$ cat config.mk
export PLATFORM = sky130hd
export DESIGN_NAME = epoch_ms_to_calendar_date
export DESIGN_NICKNAME = d
export VERILOG_FILES = /design/src/rtl/emc_pkg.sv /design/src/rtl/emc_cdiv.sv /design/src/rtl/emc_ymd.sv /design/src/rtl/epoch_ms_to_calendar_date.sv
export SDC_FILE = /design/constraint.sdc
export NUM_CORES = 2
export LEC_CHECK = 0
export BUFFER_PORTS_ARGS = -buffer_cell sky130_fd_sc_hd__buf_4
export CELL_PAD_IN_SITES_DETAIL_PLACEMENT = 1
export CELL_PAD_IN_SITES_GLOBAL_PLACEMENT = 2
export CORE_MARGIN = 1.5
export CORE_UTILIZATION = 43
export CTS_CLUSTER_SIZE = 12
export DETAILED_ROUTE_END_ITERATION = 7
export PLACE_DENSITY_LB_ADDON = 0.2
export SKIP_CTS_REPAIR_TIMING = 1
export SLEW_MARGIN = 25
export SYNTH_ARGS = -nofsm -noshare
export SYNTH_HDL_FRONTEND = slang
export SYNTH_SLANG_ARGS = --single-unit
$ cat constraint.sdc
create_clock -name clock -period 70.1 [get_ports clock]
set_clock_uncertainty 0.05 [all_clocks]
set_input_delay 7.01 -clock clock [delete_from_list [all_inputs] [get_ports clock]]
set_output_delay 7.01 -clock clock [all_outputs]
set_load 0.1 [all_outputs]
$ cat src/rtl/emc_pkg.sv
package emc_pkg;

   // default width of the time input
   localparam int TIME_BITS_DEF = 48;

   // divisors and calendar lengths
   localparam int unsigned MS_PER_DAY      = 86400000;
   localparam int unsigned MS_PER_SEC      = 1000;
   localparam int unsigned SEC_PER_MIN     = 60;
   localparam int unsigned DAYS_400Y       = 146097;
   localparam int unsigned DAYS_100Y_FIRST = 36525;
   localparam int unsigned DAYS_100Y       = 36524;
   localparam int unsigned DAYS_4Y         = 1461;
   localparam int unsigned DAYS_4Y_SHORT   = 1460;
   localparam int unsigned DAYS_LEAP       = 366;
   localparam int unsigned DAYS_PLAIN      = 365;
   localparam int unsigned EPOCH_YEAR      = 2000;
   localparam int unsigned FEB29_INDEX     = 59;
   localparam int unsigned WEEKDAY_OFFSET  = 5;
   localparam int          NUM_MONTHS      = 12;

   // century position within a 400-year cycle
   typedef struct packed {
      logic [1:0] cent;
      logic       quad_base;
      logic       quad_short;
   } cent_type;

   // broken-down date
   typedef struct packed {
      logic [3:0]  mon;
      logic [4:0]  dom;
      logic [8:0]  doy;
      logic [13:0] yr;
      logic        leap;
   } date_type;

   // first day index of each month in a leap-year layout
   function automatic logic [8:0] month_start(input logic [3:0] idx);
      logic [8:0] res;
      case (idx)
         4'd0:    res = 9'd0;
         4'd1:    res = 9'd31;
         4'd2:    res = 9'd60;
         4'd3:    res = 9'd91;
         4'd4:    res = 9'd121;
         4'd5:    res = 9'd152;
         4'd6:    res = 9'd182;
         4'd7:    res = 9'd213;
         4'd8:    res = 9'd244;
         4'd9:    res = 9'd274;
         4'd10:   res = 9'd305;
         4'd11:   res = 9'd335;
         default: res = 9'd0;
      endcase
      return res;
   endfunction

endpackage

$ cat src/rtl/emc_cdiv.sv
module emc_cdiv #(
   parameter int          NW  = 16,
   parameter int          QW  = 8,
   parameter int unsigned DVR = 7,
   parameter int          SW  = 8,
   parameter int          RW  = $clog2(DVR)
) (
   input  logic          clock,
   input  logic          reset,
   input  logic          en,
   input  logic          in_vld,
   input  logic [NW-1:0] in_num,
   input  logic [SW-1:0] in_side,
   output logic          out_vld,
   output logic [QW-1:0] out_quo,
   output logic [RW-1:0] out_rem,
   output logic [SW-1:0] out_side
);

   // trailing zero bits of a constant
   function automatic int low_zeros(input longint unsigned v);
      longint unsigned x;
      int              n;
      x = v;
      n = 0;
      while (x != 0 && x[0] == 1'b0) begin
         x = x >> 1;
         n++;
      end
      return n;
   endfunction

   // divisor split into a power of two and an odd part, reciprocal of the odd part
   localparam int              TZ    = low_zeros(64'(DVR));
   localparam longint unsigned ODD   = 64'(DVR) >> TZ;
   localparam int              AW    = NW - TZ;
   localparam int              OW    = $clog2(ODD + 1);
   localparam int              MW    = (AW - OW + 1 > 0) ? AW - OW + 1 : 1;
   localparam int              HW    = (AW + 1) / 2;
   localparam int              UW    = AW - HW;
   localparam int              PW    = AW + MW;
   localparam int              EW    = (NW > QW + RW) ? NW : QW + RW;
   localparam logic [MW-1:0]   RECIP = MW'((64'd1 << AW) / ODD);

   // stage 1: numerator halves times the reciprocal
   logic [AW-1:0]    num_a;
   logic [HW+MW-1:0] plo_in;
   logic [UW+MW-1:0] phi_in;
   logic             vld1_ff;
   logic [HW+MW-1:0] plo_ff;
   logic [UW+MW-1:0] phi_ff;
   logic [NW-1:0]    num1_ff;
   logic [SW-1:0]    side1_ff;

   assign num_a  = in_num[NW-1:TZ];
   assign plo_in = (HW+MW)'(num_a[HW-1:0]) * (HW+MW)'(RECIP);
   assign phi_in = (UW+MW)'(num_a[AW-1:HW]) * (UW+MW)'(RECIP);

   // stage 2: quotient estimate, low by at most one
   logic [PW-1:0] prod;
   logic [QW-1:0] qe_in;
   logic          vld2_ff;
   logic [QW-1:0] qe2_ff;
   logic [NW-1:0] num2_ff;
   logic [SW-1:0] side2_ff;

   assign prod  = (PW'(phi_ff) << HW) + PW'(plo_ff);
   assign qe_in = QW'(prod >> AW);

   // stage 3: remainder of the estimate, below twice the divisor
   logic [QW+RW-1:0] qd;
   logic [EW-1:0]    diff;
   logic [RW:0]      re_in;
   logic             vld3_ff;
   logic [QW-1:0]    qe3_ff;
   logic [RW:0]      re3_ff;
   logic [SW-1:0]    side3_ff;

   assign qd    = (QW+RW)'(qe2_ff) * (QW+RW)'(DVR);
   assign diff  = EW'(num2_ff) - EW'(qd);
   assign re_in = (RW+1)'(diff);

   // stage 4: one correction step
   logic          ge;
   logic [QW-1:0] quo_in;
   logic [RW-1:0] rem_in;
   logic          vld4_ff;
   logic [QW-1:0] quo4_ff;
   logic [RW-1:0] rem4_ff;
   logic [SW-1:0] side4_ff;

   assign ge     = re3_ff >= (RW+1)'(DVR);
   assign quo_in = qe3_ff + QW'(ge);
   assign rem_in = ge ? RW'(re3_ff - (RW+1)'(DVR)) : RW'(re3_ff);

   // valid bits
   always_ff @(posedge clock) begin
      if (reset) begin
         vld1_ff <= 1'b0;
         vld2_ff <= 1'b0;
         vld3_ff <= 1'b0;
         vld4_ff <= 1'b0;
      end else if (en) begin
         vld1_ff <= in_vld;
         vld2_ff <= vld1_ff;
         vld3_ff <= vld2_ff;
         vld4_ff <= vld3_ff;
      end
   end

   // payload stages
   always_ff @(posedge clock) begin
      if (en) begin
         plo_ff   <= plo_in;
         phi_ff   <= phi_in;
         num1_ff  <= in_num;
         side1_ff <= in_side;
         qe2_ff   <= qe_in;
         num2_ff  <= num1_ff;
         side2_ff <= side1_ff;
         qe3_ff   <= qe2_ff;
         re3_ff   <= re_in;
         side3_ff <= side2_ff;
         quo4_ff  <= quo_in;
         rem4_ff  <= rem_in;
         side4_ff <= side3_ff;
      end
   end

   assign out_vld  = vld4_ff;
   assign out_quo  = quo4_ff;
   assign out_rem  = rem4_ff;
   assign out_side = side4_ff;

endmodule

$ cat src/rtl/emc_ymd.sv
module emc_ymd #(
   parameter int QBW = 5,
   parameter int SW  = 8
) (
   input  logic             clock,
   input  logic             reset,
   input  logic             en,
   input  logic             in_vld,
   input  logic [QBW-1:0]   in_q,
   input  emc_pkg::cent_type in_cent,
   input  logic [4:0]       in_y4q,
   input  logic [10:0]      in_rq,
   input  logic [SW-1:0]    in_side,
   output logic             out_vld,
   output emc_pkg::date_type out_date,
   output logic [SW-1:0]    out_side
);

   import emc_pkg::*;

   localparam int YW = QBW + 13;

   // stage 1: year within the quad and day within the year
   logic [4:0]     y4;
   logic [1:0]     y_in;
   logic [8:0]     doy_in;
   logic           leap_in;
   logic [10:0]    t;
   logic           vld1_ff;
   logic [4:0]     y4_ff;
   logic [1:0]     y_ff;
   logic [8:0]     doy1_ff;
   logic           leap1_ff;
   logic [QBW-1:0] q_ff;
   logic [1:0]     cent_ff;
   logic [SW-1:0]  side1_ff;

   assign y4 = in_y4q + 5'(in_cent.quad_base);
   assign t  = in_rq - 11'(DAYS_LEAP);

   always_comb begin
      if (in_cent.quad_short) begin
         if (in_rq >= 11'(3 * DAYS_PLAIN)) begin
            y_in   = 2'd3;
            doy_in = 9'(in_rq - 11'(3 * DAYS_PLAIN));
         end else if (in_rq >= 11'(2 * DAYS_PLAIN)) begin
            y_in   = 2'd2;
            doy_in = 9'(in_rq - 11'(2 * DAYS_PLAIN));
         end else if (in_rq >= 11'(DAYS_PLAIN)) begin
            y_in   = 2'd1;
            doy_in = 9'(in_rq - 11'(DAYS_PLAIN));
         end else begin
            y_in   = 2'd0;
            doy_in = 9'(in_rq);
         end
      end else if (in_rq < 11'(DAYS_LEAP)) begin
         y_in   = 2'd0;
         doy_in = 9'(in_rq);
      end else if (t >= 11'(2 * DAYS_PLAIN)) begin
         y_in   = 2'd3;
         doy_in = 9'(t - 11'(2 * DAYS_PLAIN));
      end else if (t >= 11'(DAYS_PLAIN)) begin
         y_in   = 2'd2;
         doy_in = 9'(t - 11'(DAYS_PLAIN));
      end else begin
         y_in   = 2'd1;
         doy_in = 9'(t);
      end
   end

   // leap when first year of a quad, unless a non-first century's first quad
   assign leap_in = (y_in == 2'd0) && ((y4 != 5'd0) || (in_cent.cent == 2'd0));

   // stage 2: full year and february correction
   logic [YW-1:0] year_full;
   logic [8:0]    r2_in;
   logic          vld2_ff;
   logic [13:0]   yr2_ff;
   logic [8:0]    r2_ff;
   logic [8:0]    doy2_ff;
   logic          leap2_ff;
   logic [SW-1:0] side2_ff;

   assign year_full = YW'(EPOCH_YEAR) + YW'(q_ff) * YW'(400) + YW'(cent_ff) * YW'(100)
                    + YW'({y4_ff, 2'b00}) + YW'(y_ff);
   assign r2_in = (!leap1_ff && doy1_ff >= 9'(FEB29_INDEX)) ? doy1_ff + 9'd1 : doy1_ff;

   // stage 3: month search over the month starts
   logic [3:0]    mon_idx;
   logic [4:0]    dom_in;
   logic          vld3_ff;
   date_type      date_ff;
   logic [SW-1:0] side3_ff;

   always_comb begin
      mon_idx = 4'd0;
      for (int k = 1; k < NUM_MONTHS; k++) begin
         if (r2_ff >= month_start(4'(k))) begin
            mon_idx = mon_idx + 4'd1;
         end
      end
   end

   assign dom_in = 5'(r2_ff - month_start(mon_idx) + 9'd1);

   // valid bits
   always_ff @(posedge clock) begin
      if (reset) begin
         vld1_ff <= 1'b0;
         vld2_ff <= 1'b0;
         vld3_ff <= 1'b0;
      end else if (en) begin
         vld1_ff <= in_vld;
         vld2_ff <= vld1_ff;
         vld3_ff <= vld2_ff;
      end
   end

   // payload stages
   always_ff @(posedge clock) begin
      if (en) begin
         y4_ff         <= y4;
         y_ff          <= y_in;
         doy1_ff       <= doy_in;
         leap1_ff      <= leap_in;
         q_ff          <= in_q;
         cent_ff       <= in_cent.cent;
         side1_ff      <= in_side;
         yr2_ff        <= year_full[13:0];
         r2_ff         <= r2_in;
         doy2_ff       <= doy1_ff + 9'd1;
         leap2_ff      <= leap1_ff;
         side2_ff      <= side1_ff;
         date_ff.mon   <= mon_idx + 4'd1;
         date_ff.dom   <= dom_in;
         date_ff.doy   <= doy2_ff;
         date_ff.yr    <= yr2_ff;
         date_ff.leap  <= leap2_ff;
         side3_ff      <= side2_ff;
      end
   end

   assign out_vld  = vld3_ff;
   assign out_date = date_ff;
   assign out_side = side3_ff;

endmodule

$ cat src/rtl/epoch_ms_to_calendar_date.sv
// pipeline: seven four-stage constant dividers, the three date stages and two single registers,
// the same for every TIME_BITS
// throughput: one transfer per cycle, the whole pipeline advances unless the result stalls
// reset: synchronous, clears the valid bits of every stage, including that of the result register
module epoch_ms_to_calendar_date #(
   parameter int TIME_BITS = emc_pkg::TIME_BITS_DEF
) (
   input  logic                                clock,
   input  logic                                reset,
   input  logic                                req_tvalid,
   output logic                                req_tready,
   // time_ms in the low TIME_BITS bits
   input  logic [((TIME_BITS + 7) / 8) * 8 - 1:0] req_tdata,
   output logic                                rsp_tvalid,
   input  logic                                rsp_tready,
   // millisecond, second_of_minute, minute_of_hour, hour_of_day, weekday,
   // day_in_month, month_number, day_in_year, year_number, leap_flag
   output logic [63:0]                         rsp_tdata
);

   import emc_pkg::*;

   localparam int DW   = TIME_BITS - 26;
   localparam int QBW  = (DW > 17) ? DW - 17 : 1;
   localparam int TODW = 27;

   typedef struct packed {
      logic [DW-1:0]   d;
      logic [TODW-1:0] tod;
      logic [QBW-1:0]  q;
      cent_type        cent;
      date_type        date;
      logic [2:0]      wday;
      logic [9:0]      ms;
      logic [5:0]      sec;
   } acc_type;

   localparam int SW = $bits(acc_type);

   logic en;
   logic rsp_vld_ff;
   logic [63:0] rsp_data_ff;

   // whole pipeline moves unless the result is held
   assign en         = !rsp_vld_ff || rsp_tready;
   assign req_tready = en;

   // days and time of day
   logic            vld_a;
   logic [DW-1:0]   quo_a;
   logic [TODW-1:0] rem_a;
   acc_type         side_a;
   acc_type         acc_a;

   emc_cdiv #(.NW(TIME_BITS), .QW(DW), .DVR(MS_PER_DAY), .SW(SW)) u_div_day (
      .clock, .reset, .en,
      .in_vld(req_tvalid), .in_num(req_tdata[TIME_BITS-1:0]), .in_side(SW'(0)),
      .out_vld(vld_a), .out_quo(quo_a), .out_rem(rem_a), .out_side(side_a)
   );

   always_comb begin
      acc_a     = side_a;
      acc_a.d   = quo_a;
      acc_a.tod = rem_a;
   end

   // 400-year cycles
   logic           vld_b;
   logic [QBW-1:0] quo_b;
   logic [17:0]    rem_b;
   acc_type        side_b;

   emc_cdiv #(.NW(DW), .QW(QBW), .DVR(DAYS_400Y), .SW(SW)) u_div_400y (
      .clock, .reset, .en,
      .in_vld(vld_a), .in_num(acc_a.d), .in_side(acc_a),
      .out_vld(vld_b), .out_quo(quo_b), .out_rem(rem_b), .out_side(side_b)
   );

   // century within the cycle and start of the 4-year division
   logic [16:0] s_c;
   logic [15:0] rr_c;
   cent_type    cent_in;
   logic [15:0] num_c_in;
   logic        vld_c_ff;
   acc_type     acc_c_ff;
   logic [15:0] num_c_ff;

   assign s_c = 17'(rem_b - 18'(DAYS_100Y_FIRST));

   always_comb begin
      if (rem_b < 18'(DAYS_100Y_FIRST)) begin
         cent_in.cent = 2'd0;
         rr_c         = rem_b[15:0];
      end else if (s_c >= 17'(2 * DAYS_100Y)) begin
         cent_in.cent = 2'd3;
         rr_c         = 16'(s_c - 17'(2 * DAYS_100Y));
      end else if (s_c >= 17'(DAYS_100Y)) begin
         cent_in.cent = 2'd2;
         rr_c         = 16'(s_c - 17'(DAYS_100Y));
      end else begin
         cent_in.cent = 2'd1;
         rr_c         = s_c[15:0];
      end
      cent_in.quad_short = (cent_in.cent != 2'd0) && (rr_c < 16'(DAYS_4Y_SHORT));
      cent_in.quad_base  = (cent_in.cent != 2'd0) && !cent_in.quad_short;
      num_c_in = cent_in.quad_base ? rr_c - 16'(DAYS_4Y_SHORT) : rr_c;
   end

   always_ff @(posedge clock) begin
      if (reset) begin
         vld_c_ff <= 1'b0;
      end else if (en) begin
         vld_c_ff <= vld_b;
      end
   end

   always_ff @(posedge clock) begin
      if (en) begin
         acc_c_ff      <= side_b;
         acc_c_ff.q    <= quo_b;
         acc_c_ff.cent <= cent_in;
         num_c_ff      <= num_c_in;
      end
   end

   // 4-year groups
   logic        vld_d;
   logic [4:0]  quo_d;
   logic [10:0] rem_d;
   acc_type     side_d;

   emc_cdiv #(.NW(16), .QW(5), .DVR(DAYS_4Y), .SW(SW)) u_div_4y (
      .clock, .reset, .en,
      .in_vld(vld_c_ff), .in_num(num_c_ff), .in_side(acc_c_ff),
      .out_vld(vld_d), .out_quo(quo_d), .out_rem(rem_d), .out_side(side_d)
   );

   // year, month and day
   logic     vld_e;
   date_type date_e;
   acc_type  side_e;
   acc_type  acc_e;

   emc_ymd #(.QBW(QBW), .SW(SW)) u_ymd (
      .clock, .reset, .en,
      .in_vld(vld_d), .in_q(side_d.q), .in_cent(side_d.cent), .in_y4q(quo_d),
      .in_rq(rem_d), .in_side(side_d),
      .out_vld(vld_e), .out_date(date_e), .out_side(side_e)
   );

   always_comb begin
      acc_e      = side_e;
      acc_e.date = date_e;
   end

   // day of week
   logic          vld_f;
   logic [DW-2:0] quo_f;
   logic [2:0]    rem_f;
   acc_type       side_f;
   acc_type       acc_f;

   emc_cdiv #(.NW(DW + 1), .QW(DW - 1), .DVR(7), .SW(SW)) u_div_week (
      .clock, .reset, .en,
      .in_vld(vld_e), .in_num({1'b0, acc_e.d} + (DW + 1)'(WEEKDAY_OFFSET)),
      .in_side(acc_e),
      .out_vld(vld_f), .out_quo(quo_f), .out_rem(rem_f), .out_side(side_f)
   );

   always_comb begin
      acc_f      = side_f;
      acc_f.wday = rem_f + 3'd1;
   end

   // seconds of the day
   logic        vld_g;
   logic [17:0] quo_g;
   logic [9:0]  rem_g;
   acc_type     side_g;
   acc_type     acc_g;

   emc_cdiv #(.NW(TODW), .QW(18), .DVR(MS_PER_SEC), .SW(SW)) u_div_sec (
      .clock, .reset, .en,
      .in_vld(vld_f), .in_num(acc_f.tod), .in_side(acc_f),
      .out_vld(vld_g), .out_quo(quo_g), .out_rem(rem_g), .out_side(side_g)
   );

   always_comb begin
      acc_g    = side_g;
      acc_g.ms = rem_g;
   end

   // minutes of the day
   logic        vld_h;
   logic [11:0] quo_h;
   logic [5:0]  rem_h;
   acc_type     side_h;
   acc_type     acc_h;

   emc_cdiv #(.NW(17), .QW(12), .DVR(SEC_PER_MIN), .SW(SW)) u_div_min (
      .clock, .reset, .en,
      .in_vld(vld_g), .in_num(quo_g[16:0]), .in_side(acc_g),
      .out_vld(vld_h), .out_quo(quo_h), .out_rem(rem_h), .out_side(side_h)
   );

   always_comb begin
      acc_h     = side_h;
      acc_h.sec = rem_h;
   end

   // hours of the day
   logic       vld_i;
   logic [5:0] quo_i;
   logic [5:0] rem_i;
   acc_type    side_i;

   emc_cdiv #(.NW(11), .QW(6), .DVR(SEC_PER_MIN), .SW(SW)) u_div_hour (
      .clock, .reset, .en,
      .in_vld(vld_h), .in_num(quo_h[10:0]), .in_side(acc_h),
      .out_vld(vld_i), .out_quo(quo_i), .out_rem(rem_i), .out_side(side_i)
   );

   // result register
   logic [63:0] rsp_data_in;

   assign rsp_data_in = {1'b0, side_i.date.leap, side_i.date.yr, side_i.date.doy,
                         side_i.date.mon, side_i.date.dom, side_i.wday, quo_i[4:0],
                         rem_i, side_i.sec, side_i.ms};

   always_ff @(posedge clock) begin
      if (reset) begin
         rsp_vld_ff <= 1'b0;
      end else if (en) begin
         rsp_vld_ff <= vld_i;
      end
   end

   always_ff @(posedge clock) begin
      if (en) begin
         rsp_data_ff <= rsp_data_in;
      end
   end

   assign rsp_tvalid = rsp_vld_ff;
   assign rsp_tdata  = rsp_data_ff;

endmodule

==> summary.md <==
| Metric | Value |
|---|---|
| Share of the synthesized area in the top cell type | 61.4% |
| Max cap viols | 0 |
| Maximum clock path buffer count | 3 |
| Number of port buffers | 116 |
| Count leader, synth | edfxtp_1 |
| Crit Path Class | input pin to primary output |
| WHS | 0.332 ns |
| Finished Core Util | 48.2% |
| Top FF cell, synth | edfxtp_1 |
| Core ar. | 0.257 mm² |
| Post-DP HPWL | 140000 µm |
| Synth top cells by count | 2279 x edfxtp_1, 1084 x inv_1, 1018 x ha_1, 511 x fa_1, 400 x xnor2_1 |
| Cell Area, Synth | 0.111 mm² |
| CP top delay family | buffers and inverters |
| Final setup violation count | 0 |
| Synth area leaders | edfxtp_1 61%, ha_1 11%, fa_1 9.2% |
| Sequential cell area | 0.0691 mm² |
| Worst slew pin tran | 1.08 ns |
| Multi-input gate area | 0.0380 mm² |
| Layout cell share with drive strength beyond 1 | 6.52% |
| Highest net fanout along the worst path | 34 |
| Post-synthesis sequential area ratio | 62.0% |
| F_max | 65.5 MHz |
| Final min period | 15.26 ns |
| DR pass1 iterations | 5 |
| Outcome | finished, final reports clean |
| Data required, critical path | 63.04 ns |
| I/O pins | 118 |
| Hold crit path type | flip-flop to flip-flop |
| Setup TNS Final | 0 ns |
| Vias in the first global route | 59.5k |
| Fillers | 24.9k |
| CP max stage delay | 0.35 ns |
| Layout Area Growth over Synthesis | 11.3% |
| Crit path cell chain | buf_4, nor2b_2, buf_4, inv_8, buf_4 |
| Post-layout nets | 9246 |
| Largest net degree at the start of global routing | 212 |
| Crit start category | input pin |
| Total CTS buffers | 236 |
| Leading area contributor after synthesis | edfxtp_1 |
| Seq cells post-synth | 2312 |
| Post-Syn Nets | 8920 |
| CTS tree | yes |
| Clock sinks | 2312 |
| Final wirelength | 193000 µm |
| Vias per inst | 4.90 |
| Die Y | 512 µm |
| Full die area | 0.262 mm² |
| Placed cell area | 0.117 mm² |
| Post-synth EDFFs | 2279 |
| DRT iter0 DRCs | 2457 |
| Syn. warnings | 0 |
| CTS H-tree lvls | 4 |
| GRT Overall Usage | 14.9% |
| Max Slew Vio Count | 0 |
| GRT overflow | 0 |
| # rows | 186 |
| Worst skew pair latency | 0.87 ns |
| Post-synthesis async set-or-reset flop share | 0% |
| Initial core utilization | 43.3% |
| Rel. slew slack | 27.9% |
| Hold Vio Cnt, Final | 0 |
| Via count | 54.9k |
| CTS Root Cell | clkbuf_16 |
| Cell repeated most along the worst path | buf_4 |
| Drt drc | 0 |
| Global-route wire length before repair | 313000 µm |
| Synth cell types | 91 |
| Wire length per cell | 17.2 µm |
| Critical path arrival | 8.20 ns |
| Syn avg cell area | 15.2 µm² |
| Final Instance Area | 0.124 mm² |
| Critical path buffers and inverters | 4 |
| Crit end category | primary output |
| Die X | 512 µm |
| Crit-path slowest cell | buf_4 |
| Syn Inst Count | 7339 |
| RSZ-0062 raised after global routing | no |
| Fin crit share | 21.8% |
| Clock-pin slew on the worst setup and hold paths | 0.06 ns |
| Placer Congestion | 0.828 |
| Antenna violations before repair | 2 |
| ANT nets after route | 0 |
placed cells by master (no fill, tap or decap), types with 9 or more instances in the layout:
master / instances
a21boi_0: 9
nor4_1: 12
or3_1: 25
edfxtp_1: 2279
clkbuf_16: 238
a31o_2: 15
clkinv_1: 38
inv_1: 1083
o21ai_0: 130
o221ai_1: 11
or2_2: 12
bufinv_16: 12
nand3_1: 100
buf_4: 146
nand2b_1: 38
o31ai_1: 15
xnor2_1: 400
o21bai_1: 46
fa_1: 511
clkinv_16: 9
nor2b_1: 53
clkinv_2: 22
nor3_1: 72
a21o_1: 80
and3_1: 47
clkbuf_1: 54
and2_1: 23
ha_1: 1018
o211ai_1: 16
nor2_1: 230
a21oi_1: 261
nand4_1: 30
a31oi_1: 27
o21a_1: 45
mux2i_1: 14
xor2_1: 166
dfxtp_1: 33
a211oi_1: 27
nand2_1: 280
through the flow:
step	setup slack, ns	std cells
floorplan	1.27	7339
global placement	54.84	10800
detailed placement	54.71	10800
CTS	54.85	11200
global route	54.78	11200
finish	54.84	11200
layout make-up:
class | count | area share [%]
Sequential cell | 2312 | 55.7
Multi-Input combinational cell | 3875 | 30.6
Clock buffer | 295 | 5.00
Tap cell | 3384 | 3.42
Inverter | 1084 | 3.29
Timing Repair Buffer | 156 | 1.06
Clock inverter | 97 | 0.836
Antenna cell | 1 | 0.00202
registers in the layout, indices dropped and copies added (netlist names), 60 cells and up:
signal               count
rsp_tdata               63
u_div_week.side2_ff     60
u_div_week.side3_ff     60
u_div_week.out_side     60
u_div_week.side1_ff     60
worst paths after layout:
check | from | end | slack (ns) | cells past startpoint
worst max-delay path | rsp_tready | req_tready | 54.84 | 5
worst min-delay path | u_ymd.side2_ff[89]$_DFFE_PP_ | u_ymd.out_side[89]$_DFFE_PP_ | 0.33 | 0
worst max register to register | u_ymd.r2_ff[7]$_DFFE_PP_ | u_ymd.out_date[28]$_DFFE_PP_ | 61.79 | 37
worst min register to register | u_ymd.side2_ff[89]$_DFFE_PP_ | u_ymd.out_side[89]$_DFFE_PP_ | 0.33 | 0
kinds of logic (layout without fill, tap and decap cells):
kind of cell	count (synthesis)	after routing	share of synthesized area, %
flops	2312	2312	62.0
fa+ha+maj	1529	1529	20.6
buf+inv	1152	1632	3.90
simple gates	955	955	4.09
compound gates	802	802	4.69
xor+xnor	568	568	4.49
mux	20	20	0.186
other cells	1	2	0.00337
worst reg2reg max path: cells and delay by family (launching register included):
kind / cells / cell delay (ns)
AOI/OAI and AO/OA: 10 / 2.26
adders and majority gates: 8 / 2.18
xor gates and xnor gates: 8 / 1.60
and+or+nand+nor: 8 / 0.94
DFF: 1 / 0.54
muxes: 1 / 0.39
buffers and inverters: 2 / 0.09
layer usage:
| layer | vias up | wire (µm) | GRT usage, % |
|---|---|---|---|
| li1 | 26600 | - | - |
| met1 | 27500 | 86400 | 19.1 |
| met2 | 538 | 96800 | 26.1 |
| met3 | 245 | 5250 | 2.22 |
| met4 | 0 | 4160 | 4.25 |
| met5 | - | 0 | 0 |
Power is not shown: default switching activity piles up to over one toggle a cycle in this logic, so the estimate is an artifact.
